<file path="src/rtl/core/assert_macros.svh">
// Assertion helpers for the core RTL.
`ifndef ASSERT_MACROS_SVH
`define ASSERT_MACROS_SVH

// Check a property on every rising clock edge outside reset.
`define GBF_ASSERT(lbl, clk, rst, prop, msg) \
   lbl: assert property (@(posedge clk) disable iff (rst) (prop)) else $error(msg);

// Check a property on every rising clock edge, reset included.
`define GBF_ASSERT_ALWAYS(lbl, clk, prop, msg) \
   lbl: assert property (@(posedge clk) (prop)) else $error(msg);

`endif

</file>
<file path="src/rtl/core/gbf_pkg.sv">
`default_nettype none
package gbf_pkg;
   localparam int MaxNodes  = 64;
   localparam int MaxEdges  = 256;
   localparam int NodeW     = $clog2(MaxNodes);
   localparam int EdgeW     = $clog2(MaxEdges);
   localparam int CountW    = EdgeW + 1;
   localparam int TimeW     = 7;
   localparam int DepthW    = NodeW + 1;
   localparam logic [TimeW-1:0] NoParent = '1;

   typedef enum logic {
      CMD_APPEND = 1'b0,
      CMD_RUN    = 1'b1
   } cmd_type;

   typedef enum logic [3:0] {
      ST_IDLE,
      ST_CLEAR,
      ST_ROOT,
      ST_ROOT_CHK,
      ST_EDGE,
      ST_EDGE_CHK,
      ST_NEIGH,
      ST_PUSH,
      ST_POP,
      ST_POP_PAR,
      ST_EMIT,
      ST_END
   } state_type;

   typedef struct packed {
      logic [NodeW-1:0] parent;
      logic [NodeW-1:0] child;
      logic             is_bridge;
      logic             last;
      logic             dropped;
   } result_type;
endpackage
`default_nettype wire

</file>
<file path="src/rtl/core/gbf_stack.sv">
`default_nettype none
// Search stack: node, tree parent and scan position per level.
module gbf_stack (
   input  wire logic                       clock,
   input  wire logic                       wr_en,
   input  wire logic [gbf_pkg::NodeW-1:0]  wr_addr,
   input  wire logic [gbf_pkg::NodeW-1:0]  wr_node,
   input  wire logic [gbf_pkg::TimeW-1:0]  wr_parent,
   input  wire logic [gbf_pkg::CountW-1:0] wr_pos,
   input  wire logic [gbf_pkg::NodeW-1:0]  rd_addr,
   output logic      [gbf_pkg::NodeW-1:0]  rd_node,
   output logic      [gbf_pkg::TimeW-1:0]  rd_parent,
   output logic      [gbf_pkg::CountW-1:0] rd_pos
);
   localparam int W = gbf_pkg::NodeW + gbf_pkg::TimeW + gbf_pkg::CountW;
   logic [W-1:0] mem [gbf_pkg::MaxNodes];

   always_ff @(posedge clock) begin
      if (wr_en) begin
         mem[wr_addr] <= {wr_pos, wr_parent, wr_node};
      end
      {rd_pos, rd_parent, rd_node} <= mem[rd_addr];
   end
endmodule
`default_nettype wire

</file>
<file path="config.mk">
export PLATFORM = sky130hd
export DESIGN_NAME = gbf_stack
export DESIGN_NICKNAME = d
export VERILOG_FILES = /design/src/rtl/core/assert_macros.svh /design/src/rtl/core/gbf_pkg.sv /design/src/rtl/core/gbf_stack.sv
export SDC_FILE = /design/constraint.sdc
export NUM_CORES = 1
export LEC_CHECK = 0
export BUFFER_PORTS_ARGS = -buffer_cell sky130_fd_sc_hd__buf_2
export CORE_MARGIN = 1
export CORE_UTILIZATION = 50
export CTS_CLUSTER_DIAMETER = 100
export DETAILED_ROUTE_END_ITERATION = 12
export PLACE_DENSITY_LB_ADDON = 0.2
export SKIP_CTS_REPAIR_TIMING = 1
export SLEW_MARGIN = 20
export SYNTH_ARGS = -nofsm -noshare
export SYNTH_HDL_FRONTEND = slang
export SYNTH_SLANG_ARGS = --single-unit
</file>
<file path="constraint.sdc">
create_clock -name clock -period 4.3 [get_ports clock]
set_input_delay 0.645 -clock clock [delete_from_list [all_inputs] [get_ports clock]]
set_output_delay 0.645 -clock clock [all_outputs]
set_load 0.01 [all_outputs]
</file>
Word level (Yosys, flattened, before mapping)
Memory sizes are Yosys's and may differ from the RTL's. A register that Yosys moved wholly into a read port is not among the register bits. Index checks and enable logic that the tools add are counted.

Output and inout bits: 22. Register bits: 0. Bits in writable memories: 1408. Input port bits: 36. Logic and storage cells: 3. Memories: 1.

Memory list: mem (depth 64, bits a word 22, rd ports 1, clocked after memory_dff 1, wr ports 1, line gbf_stack.sv:16) `logic [W-1:0] mem [gbf_pkg::MaxNodes];`.

Multiplexer cells: 2.

Operator list (number): $mux W1 (2).

Logic depth before layout (Yosys ltp)
Depth after elaboration: 2. Depth in mapped cells: 9. Gate-level depth less buffers: 5.

Worst setup path before layout
Ideal clock, no wire load.

Path type: input to register. Start point: input wr_addr[3] (netlist name). End point: memory mem[48][0] (netlist name) (enable). Required time: 3.871 ns. Setup slack: 1.167 ns. Library setup time: 0.429 ns. Path buffers: 1. Stages: 4. Data arrival time: 2.704 ns. Cells stage by stage: clkbuf_1 > nor2b_1 > nand4b_1 > nor3_1.

RTL lines: start, declared (line gbf_stack.sv:6) `input wire logic [gbf_pkg::NodeW-1:0] wr_addr,`; end, declared (line gbf_stack.sv:16).

No word-level cell before the write port.

==> results.sh <==
export IMPL_status="finished, final reports clean"
export IMPL_grt_pass1_vias=26400
export IMPL_slew_viol_final=0
export IMPL_fmax_mhz=331
export IMPL_maxSlewHeadroom=0.223
export IMPL_power_mw=29.3
export IMPL_crit_path_frequent_cell="o21ai_0"
export IMPL_dieWidth_um=331
export IMPL_final_common_cell="edfxtp_1"
export IMPL_drt_vias_per_instance=6.30
export IMPL_ys_flop_type="edfxtp_1"
export IMPL_overflow=0
export IMPL_cts_sinks=1430
export IMPL_grt_max_degree=67
export IMPL_peakVddDrop_mv=0.318
export IMPL_drt_wl_total_um=135000
export IMPL_crit_required_ns=4.87
export IMPL_dp_hpwl_um=80400
export IMPL_use_met1=0.353
export IMPL_rsz0062_at_grt="false"
export IMPL_dr_pass1_iters=5
export IMPL_dieArea_mm2=0.110
export IMPL_fin_crit_ns=3.02
export IMPL_leakagePower_nw=19.5
export IMPL_grt_busiest_layer="met2"
export IMPL_grt_pass1_wl_um=193000
export IMPL_dpl_worst_slack_ns=0.502
export IMPL_area_delta_synth_final_pct=14.1
export IMPL_htreeDepth=4
export IMPL_drc=0
export IMPL_power_density_mw_per_mm2=473
export IMPL_met3_usage=0.0527
export IMPL_fillCellCount=7604
export IMPL_track_usage=0.249
export IMPL_crit_family="compound AO/OA/AOI/OAI gates"
export IMPL_arrival_ns=3.58
export IMPL_finClkSkew_ns=0.0216
export IMPL_async_flop_share=0
export IMPL_start_kind="primary input"
export IMPL_synthesis_area_mm2=0.0543
export IMPL_cts_made_buffers=145
export IMPL_ys_seq_elements=1430
export IMPL_fin_crit_sh=0.702
export IMPL_initial_core_util=0.505
export IMPL_cp_cell_sequence="buf_8, buf_12, buf_4, mux4_2, o22ai_1, o21ai_0, o221ai_1, o21ai_0"
export IMPL_fin_setup_tns_ns=0
export IMPL_setup_ws_ns=1.28
export IMPL_wl_per_cell_um=32.8
export IMPL_clk_pin_slew_worst_paths_ns=0.06
export IMPL_die_h_um=331
export IMPL_critPathCaptureType="register"
export IMPL_antenna_found_initial=11
export IMPL_num_rows=120
export IMPL_antenna_left=0
export IMPL_cts_path_max_buffers=3
export IMPL_hold_viol_final=0
export IMPL_crit_buf_inv=3
export IMPL_maxCapViolCount=0
export IMPL_yosysWarnings=0
export IMPL_rrSetupSlack_ns=1.91
export IMPL_drive_gt1_frac=0.315
export IMPL_avgSynthCellArea_um2=23.1
export IMPL_cts_tree="yes"
export IMPL_final_cell_mix="edfxtp_1 (1,408), mux4_2 (352), clkbuf_16 (149)"
export IMPL_io_pins=58
export IMPL_synth_edf_count=1408
export IMPL_path_class="primary input to register"
export IMPL_drtIter0Drc=3272
export IMPL_worstPathMaxFanout=42
export IMPL_fin_nets=2611
export IMPL_worst_pin_slew_ns=1.16
export IMPL_place_gp_congestion=0.862
export IMPL_globalRouteMet2Util=0.389
export IMPL_critPathSlowestCell="o21ai_0"
export IMPL_max_stage_delay_ns=0.68
export IMPL_num_vias=25900
export IMPL_synth_yosys_seq_area_share=0.787
export IMPL_root_buffer="clkbuf_16"
export IMPL_hold_ws_ns=0.369
export IMPL_setup_viol=0
export IMPL_hold_path_class="primary input to register"
export IMPL_io_buffers=57
export IMPL_syn_inst=2349
export IMPL_synth_nets=2385
export IMPL_synth_cell_types=38
export IMPL_clk_latency_ns=0.75
export IMPL_core_area_mm2=0.107
[state kept, by name (all words and copies together), names as in the netlist]
| name | cells |
|---|---|
| rd_node | 6 |
| rd_pos | 9 |
| rd_parent | 7 |
| mem | 1408 |
[cell usage after synthesis (5+ instances only)]
| library cell | n | area share |
|---|---|---|
| a211o_1 | 6 | 0.00097 |
| a211oi_1 | 13 | 0.0018 |
| a21oi_1 | 19 | 0.0018 |
| a221oi_1 | 20 | 0.0032 |
| a22o_1 | 22 | 0.0036 |
| a22oi_1 | 44 | 0.0061 |
| buf_1 | 5 | 0.00035 |
| buf_2 | 39 | 0.0036 |
| buf_4 | 32 | 0.0044 |
| clkbuf_1 | 56 | 0.0039 |
| dfxtp_1 | 22 | 0.0081 |
| edfxtp_1 | 1408 | 0.78 |
| mux2_2 | 12 | 0.0025 |
| mux2i_1 | 70 | 0.013 |
| mux4_2 | 352 | 0.15 |
| nand2_1 | 21 | 0.0015 |
| nand3_1 | 27 | 0.0025 |
| nand3b_1 | 7 | 0.00097 |
| nor2_1 | 82 | 0.0057 |
| nor2b_1 | 12 | 0.0014 |
| nor3_1 | 6 | 0.00055 |
| o21ai_0 | 21 | 0.0019 |
| o221ai_1 | 13 | 0.0021 |
| o22ai_1 | 8 | 0.00092 |
[worst paths after layout]
kind / to / start / cells past startpoint
setup reg to reg: rd_pos[7] / mem[27][20] / 4
hold / removal: mem[10][19] / wr_pos[6] / 1
setup / recovery: rd_pos[7] / rd_addr[0] / 8
hold reg to reg: rd_pos[6] / mem[56][19] / 4
[worst reg2reg max path, cell delays in order (launching register included)]
cell      delay, ns
edfxtp_1       0.37
mux4_2         0.48
mux4_2         0.47
o221ai_1       0.44
o21ai_0        0.39
[cells by family (layout without fill, tap and decap cells)]
family / Yosys count / after routing / share of synthesized area
simple gates: 175 / 175 / 0.0150
compound gates: 176 / 176 / 0.0237
mux: 434 / 434 / 0.162
buf+inv: 134 / 483 / 0.0125
flops: 1430 / 1430 / 0.787
other cells: 0 / 6 / 0
[layout make-up]
type                            count  area, um^2  share of cell area
Antenna cell                        6        15.0            0.000243
Clock buffer                      178        3860              0.0623
Clock inverter                     92         806              0.0130
Multi-Input combinational cell    785       11100               0.179
Sequential cell                  1430       42700               0.690
Tap cell                         1403        1760              0.0284
Timing Repair Buffer              213        1670              0.0269
[metrics by stage]
stage,std cells,area (um^2),utilization
final,4107,61900,0.576
after floorplan,2349,54300,-
after global routing,4101,61900,0.576
after detailed placement,3831,57200,0.533
after CTS,4101,61900,0.576
after global placement,3828,57200,0.533
[power breakdown]
part	total, mW	switching (mW)	internal [mW]
sequential	15.5	0.0560	15.4
clock	12.3	5.20	7.13
combinational	1.46	0.922	0.541
total	29.3	6.17	23.1
[per-layer routing]
layer | vias to the layer above | wire length (um)
met5 | - | 92
met4 | 12 | 4160
met3 | 218 | 11300
met2 | 1178 | 64400
met1 | 13900 | 54600
li1 | 10500 | -
Power figures use the tool's default switching activity.
