===== config.mk =====
export PLATFORM = sky130hd
export DESIGN_NAME = gbf_node_store
export DESIGN_NICKNAME = d
export VERILOG_FILES = /design/src/rtl/core/assert_macros.svh /design/src/rtl/core/gbf_pkg.sv /design/src/rtl/core/gbf_node_store.sv
export SDC_FILE = /design/constraint.sdc
export NUM_CORES = 1
export LEC_CHECK = 0
export BUFFER_PORTS_ARGS = -buffer_cell sky130_fd_sc_hd__buf_2
export CORE_MARGIN = 3
export CORE_UTILIZATION = 25
export DETAILED_ROUTE_END_ITERATION = 10
export GPL_ROUTABILITY_DRIVEN = 0
export GPL_TIMING_DRIVEN = 1
export PLACE_DENSITY = 0.39
export SLEW_MARGIN = 0
export SYNTH_ARGS = -nofsm -noshare
export SYNTH_HDL_FRONTEND = slang
export SYNTH_SLANG_ARGS = --single-unit

===== constraint.sdc =====
create_clock -name clock -period 2.1 [get_ports clock]
set_clock_uncertainty 0.1 [all_clocks]
set_input_delay 0.21 -clock clock [delete_from_list [all_inputs] [get_ports clock]]
set_output_delay 0.21 -clock clock [all_outputs]
set_load 0.02 [all_outputs]

===== src/rtl/core/assert_macros.svh =====
// Assertion helpers for the core RTL.
`ifndef ASSERT_MACROS_SVH
`define ASSERT_MACROS_SVH

// Check a property on every rising clock edge outside reset.
`define GBF_ASSERT(lbl, clk, rst, prop, msg) \
   lbl: assert property (@(posedge clk) disable iff (rst) (prop)) else $error(msg);

// Check a property on every rising clock edge, reset included.
`define GBF_ASSERT_ALWAYS(lbl, clk, prop, msg) \
   lbl: assert property (@(posedge clk) (prop)) else $error(msg);

`endif


===== src/rtl/core/gbf_pkg.sv =====
`default_nettype none
package gbf_pkg;
   localparam int MaxNodes  = 64;
   localparam int MaxEdges  = 256;
   localparam int NodeW     = $clog2(MaxNodes);
   localparam int EdgeW     = $clog2(MaxEdges);
   localparam int CountW    = EdgeW + 1;
   localparam int TimeW     = 7;
   localparam int DepthW    = NodeW + 1;
   localparam logic [TimeW-1:0] NoParent = '1;

   typedef enum logic {
      CMD_APPEND = 1'b0,
      CMD_RUN    = 1'b1
   } cmd_type;

   typedef enum logic [3:0] {
      ST_IDLE,
      ST_CLEAR,
      ST_ROOT,
      ST_ROOT_CHK,
      ST_EDGE,
      ST_EDGE_CHK,
      ST_NEIGH,
      ST_PUSH,
      ST_POP,
      ST_POP_PAR,
      ST_EMIT,
      ST_END
   } state_type;

   typedef struct packed {
      logic [NodeW-1:0] parent;
      logic [NodeW-1:0] child;
      logic             is_bridge;
      logic             last;
      logic             dropped;
   } result_type;
endpackage
`default_nettype wire


===== src/rtl/core/gbf_node_store.sv =====
`default_nettype none
// Per-node visit time and low link, one word per node.
module gbf_node_store (
   input  wire logic                      clock,
   input  wire logic                      wr_en,
   input  wire logic [gbf_pkg::NodeW-1:0] wr_addr,
   input  wire logic [gbf_pkg::TimeW-1:0] wr_disc,
   input  wire logic [gbf_pkg::TimeW-1:0] wr_low,
   input  wire logic [gbf_pkg::NodeW-1:0] rd_addr,
   output logic      [gbf_pkg::TimeW-1:0] rd_disc,
   output logic      [gbf_pkg::TimeW-1:0] rd_low
);
   logic [2*gbf_pkg::TimeW-1:0] mem [gbf_pkg::MaxNodes];

   always_ff @(posedge clock) begin
      if (wr_en) begin
         mem[wr_addr] <= {wr_low, wr_disc};
      end
      {rd_low, rd_disc} <= mem[rd_addr];
   end
endmodule
`default_nettype wire


### Word level (Yosys, flattened, before mapping)

Memory sizes are Yosys's and may differ from the RTL's. A register that Yosys moved wholly into a read port is not among the register bits.
Cells that the tools add are included.

| operators by class | value |
|---|---|
| mux-type cells | 2 |

Operators with widths:

| operator | count |
|---|---|
| $mux 1 | 2 |

| word-level totals | value |
|---|---|
| register bits after elaboration | 0 |
| bits in writable memories | 896 |
| input port bits | 28 |
| output and inout bits | 14 |
| logic and storage cells | 3 |
| memories kept | 1 |

Memories:

| memory | words | bits a word | read ports | clocked after memory_dff | wr ports | RTL line | RTL |
|---|---|---|---|---|---|---|---|
| mem | 64 | 14 | 1 | 1 | 1 | gbf_node_store.sv:13 | `logic [2*gbf_pkg::TimeW-1:0] mem [gbf_pkg::MaxNodes];` |

### Longest topological paths before layout

Gate-level depths: netlist of run 1.

| logic depth | value |
|---|---|
| depth in word-level cells | 2 |
| gate-level depth with buffers | 9 |
| depth with buffers taken out | 5 |

### Least setup slack after synthesis of run 1

Ideal clock, no wire load.

| path | value |
|---|---|
| path type | input-to-reg |
| start | input port wr_addr[3] (netlist bit) |
| end | memory mem[48][0] (netlist bit) (enable) |
| setup time | 0.403 ns |
| data arrival time | 1.701 ns |
| data required time | 1.597 ns |
| slack | -0.104 ns |
| stages | 4 |
| buffers on the path | 1 |
| path through | clkbuf_1 -> nor2b_1 -> nand4b_1 -> nor3_1 |

RTL lines:

| what | RTL line | RTL |
|---|---|---|
| from (decl) | gbf_node_store.sv:6 | `input wire logic [gbf_pkg::NodeW-1:0] wr_addr,` |
| to (decl) | gbf_node_store.sv:13 |  |

Straight into the memory's write port.

==> results_dict.tcl, run 1 <==
set metrics [dict create \
    num_vias 17300 \
    hold_violations 0 \
    cts_tree "yes" \
    critPathLaunch "mem[23][7]" \
    clockPowerShare_pct 42.7 \
    io_pins 42 \
    status "finished clean" \
    cts_made_buffers 101 \
    wl_per_cell_um 26.8 \
    clockBufferDepth 3 \
    post-cts-setup-buffer-count 0 \
    drive_gt1_share_pct 36.2 \
    crit_type "flop to flop" \
    holdWs_ns 0.0919 \
    path_cells "mux4_2, o21ai_4, buf_4, a31oi_2, o21ai_2, o31ai_4" \
    grtUsageTotal_pct 14.2 \
    final_nets 1939 \
    final_antenna_net_count 0 \
    internal-power_mw 30.9 \
    synth_fp_nets 1599 \
    synth-main-ff-cell "edfxtp_1" \
    final_cell_mix "896 x edfxtp_1, 224 x mux4_2, 191 x buf_4" \
    rows 136 \
    rsz0062_at_grt "false" \
    final_cells 3852 \
    clk_latency_ns 0.68 \
    clk_pin_slew_ns 0.06 \
    die_w_um 380 \
    cap_violations 0 \
    ys_types 35 \
    first_pass_iters 5 \
    hp-class "primary input to flop" \
    async_reset_ff_share_pct 0 \
    crit_required_ns 2.51 \
    drtIter0Drc 1477 \
    dieArea_um2 144000 \
    core_um2 138000 \
    cts.sinks 910 \
    synthCells 1571 \
    setup_viol_count_final 0 \
    crit_arrival_ns 2.49 \
    clock.fmax_ghz 0.481 \
    p_sw_share_pct 21.7 \
    final_area_um2 43400 \
    synth-seq-cells 910 \
    p_switching_mw 8.55 \
    vdd_drop_max_v 0.000592 \
    start_util_pct 25.3 \
    overflow 0 \
    synth_edf_count 896 \
    cts_root_buffer "clkbuf_16" \
    antenna_found_initial 7 \
    cp_top_family "compound AO/OA/AOI/OAI gates" \
    layout_commonest_cell "edfxtp_1" \
    r2r_start "mem[23][7]" \
    hp-start "rd_addr[2]" \
    fin_crit_sh_pct 99.0 \
    grt_pass1_wl_um 146000 \
    end_kind "flop" \
    path_buf_inv 1 \
    drt_wl_total_um 103000 \
    slowest_delay_ns 0.50 \
    syn_area_per_cell_um2 22.2 \
    power_frac_comb_pct 6.1 \
    powerDensity_nw_per_um2 910 \
    relSlewSlack_pct 17.1 \
    numPortBuffers 41 \
    worst_slew_pin_slew_ns 1.24 \
    drc 0 \
    grt_pass1_vias 18400 \
    yosys_warnings 0 \
    dpl.cell_count 3657 \
    grt_max_degree 65 \
    cpMaxStageDelayCell "mux4_2" \
    dpl_cell_area_um2 40000 \
    slew_violations 0 \
    place_hpwl_um 65300 \
    period_needed_ns 2.08 \
    synth_seq_area_share_pct 77.9 \
    startpoint_type "flop" \
    synth_area_um2 34900 \
    num-fill-cells 13300 \
    leakage_nw 13.7 \
    routed_via_density 4.48 \
    area_growth_pct 24.3 \
    die_h_um 380 \
    pwr-share-seq_pct 51.2 \
    crit_path_max_fanout 1 \
    h-tree-depth 3 \
]
logic make-up (layout without fill, tap and decap cells):
group / count (synthesis) / in the layout / synth area share [%]
buffers and inverters: 90 / 504 / 1.53
and+or+nand+nor: 181 / 181 / 2.38
other: 0 / 4 / 0
muxes: 264 / 264 / 15.7
DFF: 910 / 910 / 77.9
AOI/OAI and AO/OA: 126 / 126 / 2.46
sequential cells by signal, summed over array words and instances (netlist names):
name and count:
rd_disc 7, rd_low 7, mem 896
synth_stat cells, types with 8 or more instances:
library cell | n | area, µm²
a211oi_1 | 20 | 150
a21oi_1 | 16 | 80.1
a311oi_1 | 8 | 70.1
a31oi_1 | 8 | 50.1
buf_2 | 28 | 140
buf_4 | 15 | 113
buf_6 | 14 | 158
clkbuf_1 | 29 | 109
dfxtp_1 | 14 | 280
edfxtp_1 | 896 | 26900
mux2_2 | 19 | 214
mux2i_1 | 21 | 210
mux4_2 | 224 | 5040
nand2_1 | 34 | 128
nand2b_1 | 21 | 131
nor2_1 | 84 | 315
nor2b_1 | 19 | 119
o21ai_0 | 22 | 110
o221ai_1 | 17 | 149
o22ai_1 | 13 | 81.3
o31ai_1 | 10 | 75.1
per-layer routing:
metal,part of all wire [%],GRT usage (%),vias to the layer above
li1,-,-,7331
met1,46,19.9,9449
met2,48,23.2,368
met3,4.0,2.36,127
met4,2.1,3.28,0
met5,0,0,-
repair_timing:
item,CTS,global route
hold endpoints to repair,623,0
pin swaps,2,1
hold buffers,14,0
gates resized for setup,18,10
setup endpoints to repair,7,6
gates cloned,0,0
area by class of cell:
| cell class | count | area, µm² | share of cell area (%) |
|---|---|---|---|
| Timing Repair Buffer | 327 | 3430 | 7.90 |
| Antenna cell | 4 | 10.0 | 0.0231 |
| Multi-Input combinational cell | 571 | 7280 | 16.8 |
| Sequential cell | 910 | 27200 | 62.7 |
| Clock inverter | 50 | 382 | 0.880 |
| Clock buffer | 127 | 2750 | 6.34 |
| Tap cell | 1863 | 2330 | 5.38 |
worst reg2reg max path, cell delays in order (launching register included):
cell and delay (ns):
edfxtp_1 0.37, mux4_2 0.50, o21ai_4 0.17, buf_4 0.13, a31oi_2 0.06, o21ai_2 0.38
o31ai_4 0.20
power by group through the flow:
stage	Sequential [mW]	Clock [mW]	Combinational (mW)
finish	20.2	16.8	2.42
global route	20.2	18.1	2.60
CTS	20.2	17.4	2.48
detailed placement	20.6	0	2.44
global placement	20.6	0	2.42
floorplan	20.6	0	1.02
final timing paths:
kind                endpoint  slack, ns  cells past startpoint
setup reg to reg   rd_low[0]       0.02                      6
hold reg to reg    rd_low[3]       0.82                      4
hold / removal    rd_disc[3]       0.09                      5
setup / recovery   rd_low[0]       0.02                      6
metrics by stage:
stage | setup WS (ns) | util (%) | TNS [ns] | power [mW]
3_5_place_dp | -1.06 | 29.0 | -7.19 | 23.0
3_3_place_gp | -1.08 | 29.0 | -7.31 | 23.0
2_1_floorplan | -0.0810 | - | -8.69 | 21.6
6_report | 0.0209 | 31.4 | 0 | 39.5
4_1_cts | -0.0386 | 31.4 | -0.0386 | 40.1
5_1_grt | 0.000888 | 31.4 | 0 | 40.9
(Power assumes the default switching activity.)
==> run 2: changes to the inputs <==
- CORE_UTILIZATION: 25 -> 40
- PLACE_DENSITY: 0.39 -> 0.59
==> run 2 against run 1 <==
  * Sequential power barely moved
  * Final area fell by 4.1%
  * Power fell by 1.5%
  * Count of clock-buffer cells in the layout fell by 16
  * Highest routed layer is now met5
==> results_dict.tcl, run 2 (same netlist as run 1, synthesis figures left out) <==
set metrics [dict create \
    status "finished clean" \
    final_cells 3082 \
    clock.fmax_ghz 0.494 \
    h-tree-depth 3 \
    crit_arrival_ns 2.50 \
    total_power_mw 38.9 \
    clockBufferDepth 3 \
    dpl.cell_count 2904 \
    n_antenna_cell 0 \
    io_pins 42 \
    routed_via_density 5.61 \
    start_util_pct 40.6 \
    hold_violations 0 \
    worst_slew_pin_slew_ns 1.22 \
    area_growth_pct 19.3 \
    drtIter0Drc 1938 \
    setup_viol_count_final 0 \
    tns_ns 0 \
    grtUsageTotal_pct 19.7 \
    cts_made_buffers 92 \
    layout_commonest_cell "edfxtp_1" \
    num_vias 17300 \
    leakage_nw 13.3 \
    drt_wl_total_um 87900 \
    startpoint_type "flop" \
    dpl_cell_area_um2 38400 \
    largest_reg_flops 896 \
    final_antenna_net_count 0 \
    worst_slack_ns 0.0764 \
    final_nets 1890 \
    final_cell_mix "896 x edfxtp_1, 224 x mux4_2, 188 x buf_4" \
    numPortBuffers 41 \
    clk_latency_ns 0.67 \
    overflow 0 \
    slowest_delay_ns 0.73 \
    vdd_drop_max_v 0.000720 \
    wl_per_cell_um 28.5 \
    place_hpwl_um 54800 \
    clk_pin_slew_ns 0.06 \
    rsz0062_at_grt "false" \
    grt_pass1_vias 17600 \
    crit_required_ns 2.57 \
    slew_violations 0 \
    top_register "mem" \
    final_area_um2 41600 \
    end_kind "flop" \
    core_um2 85800 \
    cap_violations 0 \
    cts_tree "yes" \
    period_needed_ns 2.02 \
    pre_cts_ws_ns -0.566 \
    crit_type "flop to flop" \
    dieArea_um2 90800 \
    crit_path_max_fanout 1 \
    grt_pass1_wl_um 128000 \
    die_h_um 301 \
    drive_gt1_share_pct 34.2 \
    first_pass_iters 5 \
    die_w_um 301 \
    fin_crit_sh_pct 96.4 \
    antenna_found_initial 3 \
    rows 107 \
    final_core_util_pct 48.5 \
    relSlewSlack_pct 19.0 \
    powerDensity_nw_per_um2 935 \
    cpMaxStageDelayCell "a311oi_1" \
    grt_max_degree 65 \
    path_cells "mux4_2, nand2_1, a311oi_1, o21ai_0, buf_4, o31ai_1" \
    drc 0 \
    hp-class "primary input to flop" \
    holdWs_ns 0.0362 \
    cts_root_buffer "clkbuf_16" \
    cts.sinks 910 \
]
==> run 2: timing repair <==
item,4_1_cts,5_1_grt
hold buffers,8,0
endpoints found under the hold margin,370,0
buffers inserted,0,0
setup endpoints to repair,4,3
gates resized for setup,5,3
==> run 2: area by class of cell <==
type	count	area [µm²]
clock inverters	59	671
well taps	1144	1430
flip-flops and latches	910	27200
fillers	6898	44200
clock buffers	111	2390
multi-input cells	571	7190
repair buffers	287	2720
==> run 2: worst paths after layout <==
check | startpoint | end | slack (ns) | cells after the start
worst min-delay path | wr_disc[3] | mem[5][3] | 0.04 | 2
worst max-delay path | mem[11][4] | rd_disc[4] | 0.08 | 6
worst min register to register | mem[57][7] | rd_low[0] | 0.76 | 3
worst max register to register | mem[11][4] | rd_disc[4] | 0.08 | 6
==> run 2: layer usage <==
layer  GRT usage, %  vias to the layer above  wire length, µm
li1               -                     7205                -
met3           5.00                      136             6970
met4           5.47                        4             2370
met1           28.0                     9288            37200
met2           30.3                      652            41300
met5              0                        -               23
==> run 2: power breakdown <==
part / leakage, nW / internal, mW / switching, mW
logic: 3.68 / 0.911 / 1.31
clock network: 1.47 / 9.46 / 7.02
registers: 8.18 / 20.1 / 0.0789
total: 13.3 / 30.5 / 8.40
==> run 2: worst max-delay path, delay by kind of cell, from the launching register on <==
family / cells / cell delay [ns]
AOI/OAI and AO/OA: 3 / 1.00
buffers and inverters: 1 / 0.19
DFF: 1 / 0.33
muxes: 1 / 0.25
and+or+nand+nor: 1 / 0.08
